<file path="src/bva_pkg.sv">
// Shared constants and types for the battery voltage averager.
`timescale 1ns / 1ps
package bva_pkg;

  localparam int SAMPLE_BITS = 12;
  localparam int WINDOW      = 16;
  localparam int WIN_LOG2    = $clog2(WINDOW);
  localparam int SUM_BITS    = SAMPLE_BITS + WIN_LOG2;
  localparam int SCALE_BITS  = 18;
  localparam int Q_SHIFT     = 16;
  localparam int PROD_BITS   = SAMPLE_BITS + SCALE_BITS;
  localparam int MV_BITS     = PROD_BITS - Q_SHIFT;

  localparam logic [SCALE_BITS-1:0] SCALE_RESET = 18'd102646;

  typedef logic [SAMPLE_BITS-1:0] sample_t;
  typedef logic [SUM_BITS-1:0]    sum_t;
  typedef logic [SCALE_BITS-1:0]  scale_t;
  typedef logic [MV_BITS-1:0]     mv_t;

  // Averaging stage handed to the scaling stage
  typedef struct packed {
    logic    valid;  // beat present
    logic    ok;     // window full and sample nonzero
    sample_t avg;    // truncated window average
  } avg_stage_t;

endpackage

</file>
<file path="src/bva_cell.sv">
// One cell of the sample chain: holds one sample, passes it on when shifted.
`timescale 1ns / 1ps
module bva_cell
  import bva_pkg::*;
(
  input  logic    clk,
  input  logic    rst,
  input  logic    shift,
  input  sample_t d,
  output sample_t q
);

  sample_t sample;

  // Empty cells read as zero until a sample arrives
  always_ff @(posedge clk) begin
    if (rst) begin
      sample <= '0;
    end else if (shift) begin
      sample <= d;
    end
  end

  assign q = sample;

endmodule

</file>
<file path="src/bva_scale.sv">
// Scaling stage: average times Q16 scale, output register for the result beat.
`timescale 1ns / 1ps
module bva_scale
  import bva_pkg::*;
(
  input  logic       clk,
  input  logic       rst,
  input  avg_stage_t stage,
  input  scale_t     scale,
  input  logic       advance,
  output logic       out_valid,
  output mv_t        out_mv,
  output logic       out_ok
);

  logic [PROD_BITS-1:0] prod;
  mv_t                  mv_next;

  // Q16 product, truncated; zero when the result is not valid
  always_comb begin
    prod    = PROD_BITS'(stage.avg) * PROD_BITS'(scale);
    mv_next = stage.ok ? prod[PROD_BITS-1:Q_SHIFT] : '0;
  end

  // Output register
  always_ff @(posedge clk) begin
    if (rst) begin
      out_valid <= 1'b0;
    end else if (advance) begin
      out_valid <= stage.valid;
    end
  end

  always_ff @(posedge clk) begin
    if (advance) begin
      out_mv <= mv_next;
      out_ok <= stage.ok;
    end
  end

endmodule

</file>
<file path="src/battery_voltage_averager.sv">
// Top level: moving average of nonzero ADC samples scaled to millivolts.
// An accepted input beat passes the averaging stage and output registers.
// Throughput: one beat per cycle when m_tready allows; chain shift and sum
// update happen in the accept cycle, the multiply sits in the following stage.
// Reset (rst, synchronous): chain cells and running sum clear to zero,
// scale register returns to its default, no result beat pending.
`timescale 1ns / 1ps
module battery_voltage_averager
  import bva_pkg::*;
(
  input  logic        clk,
  input  logic        rst,
  input  logic        cfg_we,
  input  logic [17:0] cfg_wdata,    // scale_q16
  input  logic        s_tvalid,
  output logic        s_tready,
  input  logic [15:0] s_tdata,      // [11:0] adc_sample
  output logic        m_tvalid,
  input  logic        m_tready,
  output logic [15:0] m_tdata,      // [13:0] millivolts
  output logic        m_tuser       // [0] valid_res
);

  scale_t     scale;
  sum_t       running_sum;
  sum_t       sum_next;
  sample_t    sample_in;
  sample_t    chain_q [WINDOW];
  logic       accept;
  logic       shift;
  logic       out_free;
  avg_stage_t stage;
  avg_stage_t stage_next;
  mv_t        out_mv;

  // Scale register
  always_ff @(posedge clk) begin
    if (rst) begin
      scale <= SCALE_RESET;
    end else if (cfg_we) begin
      scale <= cfg_wdata;
    end
  end

  // Handshake: the pipeline moves whenever the output register can take a beat
  assign out_free  = !m_tvalid || m_tready;
  assign s_tready  = !stage.valid || out_free;
  assign accept    = s_tvalid && s_tready;
  assign sample_in = s_tdata[SAMPLE_BITS-1:0];
  assign shift     = accept && (sample_in != '0);

  // Chain of cells: newest at the head, oldest leaves from the tail
  for (genvar i = 0; i < WINDOW; i++) begin : g_cell
    if (i == 0) begin : g_head
      bva_cell u_cell (
        .clk   (clk),
        .rst   (rst),
        .shift (shift),
        .d     (sample_in),
        .q     (chain_q[i])
      );
    end else begin : g_body
      bva_cell u_cell (
        .clk   (clk),
        .rst   (rst),
        .shift (shift),
        .d     (chain_q[i-1]),
        .q     (chain_q[i])
      );
    end
  end

  // Running sum and averaging stage
  always_comb begin
    sum_next         = running_sum - SUM_BITS'(chain_q[WINDOW-1]) + SUM_BITS'(sample_in);
    stage_next.valid = accept;
    stage_next.ok    = (sample_in != '0) && (chain_q[WINDOW-2] != '0);
    stage_next.avg   = sum_next[SUM_BITS-1:WIN_LOG2];
  end

  always_ff @(posedge clk) begin
    if (rst) begin
      running_sum <= '0;
    end else if (shift) begin
      running_sum <= sum_next;
    end
  end

  // Averaging stage register: only the valid bit is reset
  always_ff @(posedge clk) begin
    if (rst) begin
      stage.valid <= 1'b0;
    end else if (s_tready) begin
      stage.valid <= stage_next.valid;
    end
    if (s_tready) begin
      stage.ok  <= stage_next.ok;
      stage.avg <= stage_next.avg;
    end
  end

  // Multiply and output register
  bva_scale u_scale (
    .clk       (clk),
    .rst       (rst),
    .stage     (stage),
    .scale     (scale),
    .advance   (out_free),
    .out_valid (m_tvalid),
    .out_mv    (out_mv),
    .out_ok    (m_tuser)
  );

  assign m_tdata = {{(16 - MV_BITS){1'b0}}, out_mv};

  // A result flagged invalid carries zero millivolts
  a_invalid_zero: assert property (@(posedge clk) disable iff (rst)
    m_tvalid && !m_tuser |-> m_tdata == '0)
    else $error("invalid result with nonzero millivolts");

  // Input only stalls behind a blocked output
  a_stall_cause: assert property (@(posedge clk) disable iff (rst)
    !s_tready |-> m_tvalid && !m_tready)
    else $error("input stalled without output back-pressure");

  // A zero sample leaves the running sum alone
  a_zero_keeps_sum: assert property (@(posedge clk) disable iff (rst)
    accept && sample_in == '0 |=> $stable(running_sum))
    else $error("running sum changed on zero sample");

endmodule
</file>
<file path="config.mk">
export PLATFORM = sky130hd
export DESIGN_NAME = battery_voltage_averager
export DESIGN_NICKNAME = d
export VERILOG_FILES = /design/src/bva_pkg.sv /design/src/bva_cell.sv /design/src/bva_scale.sv /design/src/battery_voltage_averager.sv
export SDC_FILE = /design/constraint.sdc
export NUM_CORES = 1
export LEC_CHECK = 0
export ABC_AREA = 1
export BUFFER_PORTS_ARGS = -buffer_cell sky130_fd_sc_hd__buf_4
export CORE_MARGIN = 3
export CORE_UTILIZATION = 40
export DETAILED_ROUTE_END_ITERATION = 10
export PLACE_DENSITY = 0.55
export SYNTH_ARGS = -nofsm -noshare
export SYNTH_HDL_FRONTEND = slang
export SYNTH_SLANG_ARGS = --single-unit
</file>
<file path="constraint.sdc">
create_clock -name clk -period 6.05 [get_ports clk]
set_input_delay 1.21 -clock clk [delete_from_list [all_inputs] [get_ports clk]]
set_output_delay 1.21 -clock clk [all_outputs]
set_load 0.01 [all_outputs]
</file>
# Word-level counts from Yosys, hierarchy flattened
# Index checks and enable logic that the tools add are counted.
# op_classes
mul	1
addsub	2
n_reduce_logical	9
# op_table
cell	count
$mul A12 B18 Y30	1
$reduce_bool A12 Y1	2
$add A16 B12 Y16	1
$sub A16 B12 Y16	1
$logic_and A1 B1 Y1	3
$logic_not A1 Y1	2
$logic_or A1 B1 Y1	2
# word_totals
output_inout_bits	19
elab_cells	36
input_bits	39
reg_bits	256

# Longest topological paths before layout
# Gate-level depths: netlist (run 1).
# logic_depth
ltp_word	5
ltp_mapped	24
ltp_nobuf	23

# Cells and area by module
# A second synthesis (run 1) with hierarchy kept.
# unflattened
cells_unflattened	2669
hier_area_um2	18634.1
# modules_own_cells
module	cells_per_inst	area_per_inst_um2	seq_area_each_um2	instances
bva_cell	76	496.7	240.2	16
bva_scale	1014	7574.8	470.5	1
battery_voltage_averager	439	3111.7	1091.0	1

# Worst setup path before layout (run 1)
# Ideal clock, no wire load.
# synth_timing
kind	register to register
start	register, netlist name stage[3]
end	register u_scale.out_mv[9], data pin
period_less_slack_ns	4.899
setup_ns	0.253
setup_slack_ns	1.151
arrival_time_ns	4.647
n_path_buf	2
required_time_ns	5.797
path_stages_with_launch	22
cell_sequence	edfxtp_1 clkbuf_1 clkbuf_1 nand2_1 fa_1 inv_1 fa_1 fa_1 fa_1 inv_1 fa_1 inv_1 ha_1 nand2_1 nor2_1 inv_1 nor3_1 nand3_1 nand3_1 nand2_1 nand2_1 nor2_1
# synth_between
elab_chain_cells	1
# synth_lines
item	line	text
$mul A12 B18 Y30	bva_scale.sv:21	prod = PROD_BITS'(stage.avg) * PROD_BITS'(scale);
to (signal assigned)	bva_scale.sv:36	out_mv <= mv_next;
to (decl)	bva_scale.sv:12	output mv_t out_mv,
# No other way between the ends.
# A chain may end at the register's enable or synchronous reset.

# Worst setup path in the final report (run 1)
# layout_timing
start	register, netlist name stage[6]
end	register u_scale.out_mv[12], data pin
# layout_between
elab_chain_cells	1
# layout_lines
item	line
$mul A12 B18 Y30	bva_scale.sv:21
# No other way between the ends.

==> impl_metrics.env, run 1 <==
export IMPL_vias_per_cell=4.83
export IMPL_h_tree_depth=1
export IMPL_worstPathArrival_ns=5.78
export IMPL_antenna_cells=0
export IMPL_worst_setup_path_end_kind="flip-flop"
export IMPL_syn_inst=2200
export IMPL_vias=13300
export IMPL_nets=2476
export IMPL_initial_utilization_pct=40.6
export IMPL_synth_commonest_cells="nor2_1, nand2_1, inv_1"
export IMPL_clk_latency_ns=0.57
export IMPL_finalCritPeriodShare_pct=90.3
export IMPL_drive_gt1_share_pct=5.80
export IMPL_gr_usage_all_layers_pct=17.7
export IMPL_post_cts_resized=0
export IMPL_path_class="flip-flop to flip-flop"
export IMPL_max_stage_delay_ns=0.84
export IMPL_wl_per_cell_um=13.9
export IMPL_cts_tree="yes"
export IMPL_die_y_um=213
export IMPL_final_area_um2=18600
export IMPL_yosys_area_top_type="dfxtp_1"
export IMPL_hold_slack_ns=0.456
export IMPL_dp_hpwl_um=28100
export IMPL_rr_startpoint="stage[6]$_DFFE_PN_"
export IMPL_detail_route_antenna_nets=0
export IMPL_max_freq_ghz=0.183
export IMPL_critPathTopFamily="adder cells"
export IMPL_routabilityCongestion=0.889
export IMPL_grt_overflow_total=0
export IMPL_status="completed"
export IMPL_syn2layout_area_growth_pct=8.86
export IMPL_synth_edf_count=28
export IMPL_drt_pass1_iterations=7
export IMPL_rsz0062_at_grt="false"
export IMPL_cts_root_buf="clkbuf_16"
export IMPL_startpoint_type="flip-flop"
export IMPL_timing_max_cap_violations=0
export IMPL_worst_r2r_setup_slack_ns=0.59
export IMPL_crit_top_cell="fa_1"
export IMPL_ys_top_cells_by_area="dfxtp_1, fa_1, nor2_1"
export IMPL_min_from="stage[13]$_SDFFE_PP0N_"
export IMPL_synth_seq_cells=256
export IMPL_path_buf_inv=3
export IMPL_die_area_um2=45200
export IMPL_crit_path_start="stage[6]$_DFFE_PN_"
export IMPL_slew_viol_final=0
export IMPL_post_synth_top_count_cell="nor2_1"
export IMPL_synth_top_flop_cell="dfxtp_1"
export IMPL_rows=75
export IMPL_setup_viol=0
export IMPL_cts_hold_buf=0
export IMPL_cts_max_path_buffers=3
export IMPL_core_region_area_um2=42000
export IMPL_routed_wl_um=38300
export IMPL_grt_max_degree=139
export IMPL_crit_required_ns=6.37
export IMPL_path_cells="nand2_1, fa_1, inv_1, fa_1, fa_1, fa_1, inv_1, fa_1, inv_1, ha_1, a21oi_1, o21ai_0, a21oi_1, nor2_1, nor2_1, nand3_1, nand2_1, nor2_1"
export IMPL_cts_buffers=28
export IMPL_grt_pass1_vias=13500
export IMPL_finalClockSkew_ns=0.0127
export IMPL_cts_setup_buffers=0
export IMPL_place_area_um2=17600
export IMPL_io_buffer_count=51
export IMPL_postSynthAreaPerCell_um2=7.76
export IMPL_slew_headroom_pct=37.1
export IMPL_fin_crit_ns=5.46
export IMPL_r2r_end="u_scale.out_mv[12]$_SDFFCE_PN0P_"
export IMPL_holdPathEnd="u_scale.out_valid$_SDFFE_PP0P_"
export IMPL_slowest_stage="edfxtp_1"
export IMPL_ys_seq_area_share_pct=31.7
export IMPL_yosysTopAreaCellShare_pct=26.7
export IMPL_drc_errors=0
export IMPL_grt_pass1_wl_um=65700
export IMPL_drt_iter0_drc=675
export IMPL_async_reset_ff_share_pct=0
export IMPL_worst_pin_slew_ns=0.944
export IMPL_die_width_um=213
export IMPL_syn_area_um2=17100
export IMPL_hold_violations=0
export IMPL_antenna_found_initial=0
export IMPL_synth_distinct_cells=35
export IMPL_hold_path_class="flip-flop to flip-flop"
export IMPL_cp_max_fo=18
export IMPL_fin_tns_setup_ns=0
export IMPL_cts_clk_slew_worst_paths_ns=0.07
export IMPL_cts_sinks=256
export IMPL_ios=58
export IMPL_reg2reg_depth=18
export IMPL_whs_path_depth=2
export IMPL_ys_warn_count=0
## worst register-to-register path, cell delays in order, from the launching register on
cell	delay, ns
edfxtp_1	0.84
nand2_1	0.18
fa_1	0.56
inv_1	0.05
fa_1	0.55
fa_1	0.43
fa_1	0.49
inv_1	0.05
fa_1	0.48
inv_1	0.09
ha_1	0.37
a21oi_1	0.29
o21ai_0	0.18
a21oi_1	0.28
nor2_1	0.07
nor2_1	0.12
nand3_1	0.09
nand2_1	0.06
nor2_1	0.05
## cell families after synthesis
group                      count (synthesis)  synth area share [%]
DFF                                      256                  31.7
xor gates and xnor gates                  11                 0.565
adders and majority gates                251                  25.9
buffers and inverters                    471                  11.7
AOI/OAI and AO/OA                        321                  9.75
and+or+nand+nor                          889                  20.3
other                                      1                0.0220
## state kept, by name, indices dropped and copies added (netlist names)
| register | flops |
|---|---|
| g_cell.g_body.u_cell.q | 180 |
| scale | 18 |
| running_sum | 16 |
| stage | 14 |
| u_scale.out_mv | 14 |
| g_cell.g_head.u_cell.q | 12 |
| u_scale.out_ok | 1 |
| u_scale.out_valid | 1 |
## metrics by stage
step	std cells	utilization, %	setup slack (ns)
2_1_floorplan	2201	-	1.15
3_3_place_gp	2695	42.0	0.612
3_5_place_dp	2695	42.0	0.581
4_1_cts	2747	44.2	0.572
5_1_grt	2747	44.2	0.192
6_report	2747	44.2	0.590
## how the worst max path moves through the flow
| stage | slack (ns) | endpoint | cells past startpoint |
|---|---|---|---|
| final | 0.59 | u_scale.out_mv[12]$_SDFFCE_PN0P_ | 18 |
| after detailed placement | 0.58 | u_scale.out_mv[12]$_SDFFCE_PN0P_ | 18 |
| after CTS | 0.57 | u_scale.out_mv[12]$_SDFFCE_PN0P_ | 18 |
| after floorplan | 1.15 | u_scale.out_mv[9]$_SDFFCE_PN0P_ | 21 |
| after global placement | 0.61 | u_scale.out_mv[12]$_SDFFCE_PN0P_ | 18 |
| after global routing | 0.19 | u_scale.out_mv[7]$_SDFFCE_PN0P_ | 19 |
## cells in the final DEF (no fill, tap or decap), types with 2 or more instances in the layout
| master | count |
|---|---|
| a211oi_1 | 2 |
| a211oi_2 | 2 |
| a21o_1 | 3 |
| a21oi_1 | 74 |
| buf_4 | 71 |
| clkbuf_1 | 4 |
| clkbuf_16 | 28 |
| clkbuf_8 | 6 |
| clkinv_2 | 7 |
| clkinv_4 | 3 |
| clkinvlp_4 | 2 |
| conb_1 | 2 |
| dfxtp_1 | 228 |
| edfxtp_1 | 28 |
| fa_1 | 171 |
| ha_1 | 80 |
| inv_1 | 351 |
| nand2_1 | 366 |
| nand3_1 | 43 |
| nand3b_1 | 3 |
| nand4_1 | 8 |
| nor2_1 | 447 |
| nor3_1 | 12 |
| nor4_1 | 4 |
| o21a_1 | 2 |
| o21ai_0 | 213 |
| o21ai_1 | 16 |
| o21ai_2 | 2 |
| o21bai_1 | 6 |
| or4_1 | 3 |
| xnor2_1 | 4 |
| xor2_1 | 7 |
## routing by layer
| metal | vias up | global-route usage [%] | share of wire, % |
|---|---|---|---|
| met4 | 0 | 7.16 | 4.2 |
| met5 | - | 0 | 0 |
| met1 | 6348 | 21.3 | 43 |
| met3 | 77 | 2.20 | 2.7 |
| met2 | 169 | 32.0 | 50 |
| li1 | 6672 | - | - |
## area by class of cell
cell class	count	area, um^2
fillers	4249	23500
inverters	354	1340
flip-flops and latches	256	5410
multi-input cells	1474	9670
well taps	539	674
repair buffers	72	553
clock buffers	38	798
clock inverters	14	136
Power of run 1 is left out: the tool's default activity adds up to more than one toggle a clock period on the data nets, which glitch-free logic cannot reach.
==> run 2: changes to the inputs <==
- clock period: 6.05 -> 5.34 ns (I/O delays scaled with it)
==> run 2 against run 1 <==
Sequential cell count did not move. First-iteration DRC count rose by 7.3%. Register-to-register slack worse by 0.32 ns. Non-clock buffer count rose by 57. Core utilization grew 1.3 points. Design area is 2.8% higher. Worst hold slack got worse by 0.0031 ns. Via count up 1.5%. Count of clock-buffer cells in the layout unchanged. Clock skew rose by 0.0065 ns. Global-route usage shrank 0.23 points. Sequential share of layout area down 0.79 points. Highest routed layer unchanged.
==> impl_metrics.env, run 2 (same netlist as run 1, synthesis figures left out) <==
export IMPL_status="completed"
export IMPL_routed_wl_um=38700
export IMPL_slew_viol_final=0
export IMPL_antenna_found_initial=0
export IMPL_finalCritPeriodShare_pct=95.0
export IMPL_vias_per_cell=4.80
export IMPL_startpoint_type="flip-flop"
export IMPL_final_area_um2=19100
export IMPL_largest_reg_flops=180
export IMPL_ios=58
export IMPL_finalClockSkew_ns=0.0192
export IMPL_cts_clk_slew_worst_paths_ns=0.07
export IMPL_antenna_cells=0
export IMPL_cts_tree="yes"
export IMPL_final_cell_mix="nor2_1, nand2_1, inv_1, dfxtp_1, o21ai_0"
export IMPL_worst_pin_slew_ns=1.08
export IMPL_drt_iter0_drc=724
export IMPL_worstPathArrival_ns=5.40
export IMPL_cts_root_buf="clkbuf_16"
export IMPL_final_common_cell="nor2_1"
export IMPL_die_area_um2=45200
export IMPL_hold_path_class="flip-flop to flip-flop"
export IMPL_routabilityCongestion=0.874
export IMPL_cts_hold_buf=0
export IMPL_hold_violations=0
export IMPL_dp_hpwl_um=28900
export IMPL_timing_max_cap_violations=0
export IMPL_place_area_um2=18000
export IMPL_drt_pass1_iterations=7
export IMPL_worst_setup_path_end_kind="flip-flop"
export IMPL_crit_required_ns=5.67
export IMPL_initial_utilization_pct=40.6
export IMPL_cts_sinks=256
export IMPL_syn2layout_area_growth_pct=12.0
export IMPL_wl_per_cell_um=13.8
export IMPL_setup_viol=0
export IMPL_cts_max_path_buffers=3
export IMPL_vias=13500
export IMPL_io_buffer_count=51
export IMPL_reg2reg_depth=20
export IMPL_die_y_um=213
export IMPL_drc_errors=0
export IMPL_whs_path_depth=2
export IMPL_nets=2533
export IMPL_slew_headroom_pct=27.9
export IMPL_detail_route_antenna_nets=0
export IMPL_core_region_area_um2=42000
export IMPL_cts_buffers=28
export IMPL_rows=75
export IMPL_fill_cells=4286
export IMPL_grt_overflow_total=0
export IMPL_grt_pass1_vias=13300
export IMPL_drive_gt1_share_pct=8.26
export IMPL_cp_max_fo=8
export IMPL_gr_usage_all_layers_pct=17.5
export IMPL_path_class="flip-flop to flip-flop"
export IMPL_die_width_um=213
export IMPL_fin_crit_ns=5.07
export IMPL_seqCellArea_um2=5410
export IMPL_clk_latency_ns=0.58
export IMPL_h_tree_depth=1
export IMPL_grt_pass1_wl_um=64900
export IMPL_max_freq_ghz=0.197
export IMPL_grt_max_degree=131
export IMPL_multi_input_area_um2=9670
## run 2: cell count changes in the layout (fill, tap and decap cells not counted), sizes merged
cell / change
bufinv: +1
buf: +57
clkinvlp: +1
inv: +3
clkinv: -5
## run 2: final timing paths
check | from | endpoint | slack, ns
max | stage[6]$_DFFE_PN_ | u_scale.out_mv[12]$_SDFFCE_PN0P_ | 0.27
max reg2reg | stage[6]$_DFFE_PN_ | u_scale.out_mv[12]$_SDFFCE_PN0P_ | 0.27
min reg2reg | stage[13]$_SDFFE_PP0N_ | u_scale.out_valid$_SDFFE_PP0P_ | 0.45
min | stage[13]$_SDFFE_PP0N_ | u_scale.out_valid$_SDFFE_PP0P_ | 0.45
## run 2: critical path: stages (launching register included)
cell and delay (ns):
edfxtp_1 0.39, buf_4 0.19, buf_4 0.14, nand2_1 0.05, inv_1 0.05, fa_1 0.52
fa_1 0.59, fa_1 0.44, fa_1 0.49, inv_1 0.05, fa_1 0.51, inv_1 0.05
ha_1 0.32, a21oi_1 0.24, o21ai_0 0.17, a21oi_1 0.24, nor2_1 0.07, nor2_1 0.12
nand3_1 0.09, nand2_1 0.06, nor2_1 0.05
## run 2: cell type report
| cell class | count | area share, % |
|---|---|---|
| inverter | 354 | 6.99 |
| timing repair buffer | 129 | 5.53 |
| clock buffer | 38 | 4.13 |
| clock inverter | 14 | 0.884 |
| tap | 539 | 3.53 |
| multi-input combinational | 1474 | 50.6 |
| sequential | 256 | 28.3 |
## run 2: repair_timing
item                                    CTS  global route
endpoints found under the setup margin    0            12
setup buffers                             0            11
resized for setup                         0             3
## run 2: layer usage
| layer | global-route usage, % | vias up | share of wire, % |
|---|---|---|---|
| li1 | - | 6805 | - |
| met1 | 20.9 | 6447 | 43 |
| met2 | 32.5 | 148 | 51 |
| met3 | 2.29 | 70 | 2.6 |
| met4 | 5.44 | 0 | 3.4 |
| met5 | 0 | - | 0 |
## run 2: stage by stage
stage / util [%] / std cells / hold WS (ns) / setup TNS, ns / setup WS (ns)
2_1_floorplan: - / 2201 / 0.430 / 0 / 0.441
3_3_place_gp: 42.8 / 2741 / 0.443 / 0 / 0.132
3_5_place_dp: 42.8 / 2741 / 0.445 / 0 / 0.112
4_1_cts: 45.1 / 2793 / 0.453 / 0 / 0.0659
5_1_grt: 45.4 / 2804 / 0.489 / -0.00930 / -0.00930
6_report: 45.4 / 2804 / 0.453 / 0 / 0.269
Power of run 2 is left out for the same reason.
==> run 3: changes to the inputs <==
- SYNTH_HIERARCHICAL: default -> 1
==> run 3 against run 2 <==
Wire length is 3.9% higher. Synthesized area is 9.2% higher. Via count is 11% higher. Core utilization is 0.28 points lower. Maximum frequency is 0.59% higher. Die area is 8.9% higher. Critical path type unchanged. Critical endpoint is now u_scale/out_mv[13]$_SDFFCE_PN0P_. Largest cell class unchanged. Highest routed layer unchanged.
==> impl_metrics.env, run 3 <==
export IMPL_die_area_um2=49200
export IMPL_clk_latency_ns=0.60
export IMPL_fin_crit_ns=5.04
export IMPL_path_buf_inv=3
export IMPL_rsz0062_at_grt="false"
export IMPL_max_freq_ghz=0.198
export IMPL_ios=58
export IMPL_pre_cts_ws_ns=0.166
export IMPL_worst_pin_slew_ns=0.840
export IMPL_yosys_area_top_type="dfxtp_1"
export IMPL_slowest_stage="dfxtp_1"
export IMPL_min_from="running_sum[0]$_SDFFE_PP0P_"
export IMPL_slew_viol_final=0
export IMPL_h_tree_depth=1
export IMPL_grt_overflow_total=0
export IMPL_hold_path_class="flip-flop to flip-flop"
export IMPL_fin_tns_setup_ns=0
export IMPL_cp_max_fo=10
export IMPL_wl_per_cell_um=12.1
export IMPL_hold_violations=0
export IMPL_cts_hold_buf=0
export IMPL_initial_utilization_pct=40.8
export IMPL_fin_cells=3327
export IMPL_cts_sinks=256
export IMPL_utilization_pct=45.2
export IMPL_cts_root_buf="clkbuf_16"
export IMPL_syn_inst=2669
export IMPL_detail_route_antenna_nets=0
export IMPL_synth_top_flop_cell="dfxtp_1"
export IMPL_ys_warn_count=6
export IMPL_grt_max_degree=101
export IMPL_slew_headroom_pct=43.9
export IMPL_final_cell_mix="nand2_1, inv_1, nor2_1, dfxtp_1, fa_1"
export IMPL_ys_top_cells_by_area="dfxtp_1, fa_1, nand2_1"
export IMPL_grt_pass1_vias=15200
export IMPL_postSynthAreaPerCell_um2=6.98
export IMPL_startpoint_type="flip-flop"
export IMPL_die_y_um=222
export IMPL_drive_gt1_share_pct=6.16
export IMPL_core_region_area_um2=45700
export IMPL_synth_distinct_cells=41
export IMPL_rr_startpoint="scale[13]$_SDFFE_PP0P_"
export IMPL_crit_required_ns=5.65
export IMPL_yosysTopAreaCellShare_pct=24.5
export IMPL_gr_usage_all_layers_pct=16.8
export IMPL_path_class="flip-flop to flip-flop"
export IMPL_io_buffer_count=51
export IMPL_largest_reg_flops=180
export IMPL_antenna_found_initial=0
export IMPL_crit_path_start="scale[13]$_SDFFE_PP0P_"
export IMPL_syn_area_um2=18600
export IMPL_finalClockSkew_ns=0.0416
export IMPL_rows=78
export IMPL_syn2layout_area_growth_pct=10.7
export IMPL_drt_iter0_drc=593
export IMPL_critPathTopFamily="adder cells"
export IMPL_postLayoutSetupSlackWorst_ns=0.299
export IMPL_die_width_um=222
export IMPL_nets=2994
export IMPL_final_common_cell="nand2_1"
export IMPL_routabilityCongestion=0.866
export IMPL_synth_commonest_cells="nand2_1, inv_1, nor2_1"
export IMPL_antenna_cells=0
export IMPL_drc_errors=0
export IMPL_synth_edf_count=28
export IMPL_path_cells="nand2_1, fa_1, fa_1, inv_1, fa_1, fa_1, inv_1, fa_1, inv_1, ha_1, a21oi_1, o21ai_0, a21oi_1, nor2_1, nor2_1, nand3_1, nand2_1, nor2_1"
export IMPL_cts_max_path_buffers=3
export IMPL_cts_clk_slew_worst_paths_ns=0.07
export IMPL_dp_hpwl_um=31600
export IMPL_crit_top_cell="fa_1"
export IMPL_worst_setup_path_end_kind="flip-flop"
export IMPL_cts_tree="yes"
export IMPL_vias=15000
export IMPL_post_synth_top_count_cell="nand2_1"
export IMPL_worstPathArrival_ns=5.35
export IMPL_finalCritPeriodShare_pct=94.4
export IMPL_max_stage_delay_ns=0.60
export IMPL_dp_cells=3266
export IMPL_vias_per_cell=4.50
export IMPL_grt_pass1_wl_um=70000
export IMPL_ys_seq_area_share_pct=29.0
export IMPL_cts_buffers=30
export IMPL_drt_pass1_iterations=5
export IMPL_async_reset_ff_share_pct=0
export IMPL_status="completed"
export IMPL_setup_viol=0
export IMPL_timing_max_cap_violations=0
export IMPL_routed_wl_um=40200
export IMPL_synth_seq_cells=256
run 3: cell types whose count changed in the layout (fill, tap and decap cells not counted), moves of 4 or more:
cell      previous run  this run
nand2_1            366       794
inv_1              351       585
o21ai_0            213        30
nor2_1             447       477
buf_4              122        93
a21oi_1             74        57
o21ai_1             16         1
nand2_2              1         8
nand3_1             43        49
clkbuf_1             5         9
clkinv_1             1         5
o21bai_1             6         2
run 3: area by class of cell:
cell class | count | area (um^2)
Clock buffer | 43 | 840
Timing Repair Buffer | 103 | 898
Multi-Input combinational cell | 1726 | 10400
Sequential cell | 256 | 5410
Tap cell | 600 | 751
Inverter | 587 | 2200
Fill cell | 4758 | 25000
Clock inverter | 12 | 164
run 3: through the flow:
step / cell area, um^2 / hold WS [ns]
floorplan: 18600 / 0.436
global placement: 19500 / 0.447
detailed placement: 19500 / 0.461
CTS: 20500 / 0.471
global route: 20600 / 0.483
finish: 20600 / 0.466
run 3: cells by family after synthesis:
group / share of synthesized area [%]
other: 0.0201
and+or+nand+nor: 28.6
DFF: 29.0
muxes: 0.0537
adders and majority gates: 23.7
buffers and inverters: 15.4
AOI/OAI and AO/OA: 2.71
xor gates and xnor gates: 0.470
run 3: metal layers:
metal | vias to the layer above | wire, um | track usage [%] | part of all wire (%)
met5 | - | 0 | 0 | 0
li1 | 7747 | - | - | -
met3 | 66 | 911 | 1.96 | 2.3
met2 | 141 | 20900 | 32.1 | 52
met1 | 7010 | 17300 | 19.5 | 43
met4 | 0 | 1160 | 4.77 | 2.9
run 3: path summary, 6_finish.rpt:
path                                                    endpoint  slack, ns  cells after the start
worst max-delay path            u_scale/out_mv[13]$_SDFFCE_PN0P_       0.30                     18
worst min-delay path                 running_sum[0]$_SDFFE_PP0P_       0.47                      2
worst max register to register  u_scale/out_mv[13]$_SDFFCE_PN0P_       0.30                     18
worst min register to register       running_sum[0]$_SDFFE_PP0P_       0.47                      2
run 3: worst min-delay path, delay by kind of cell (launching register included):
kind / cells / cell delay (ns)
AOI/OAI and AO/OA: 1 / 0.06
buffers and inverters: 1 / 0.06
DFF: 1 / 0.30
run 3: repair_timing:
item	4_1_cts	5_1_grt
setup endpoints to repair	0	12
buffers inserted	0	6
gates resized for setup	0	2
Power of run 3 is left out for the same reason.
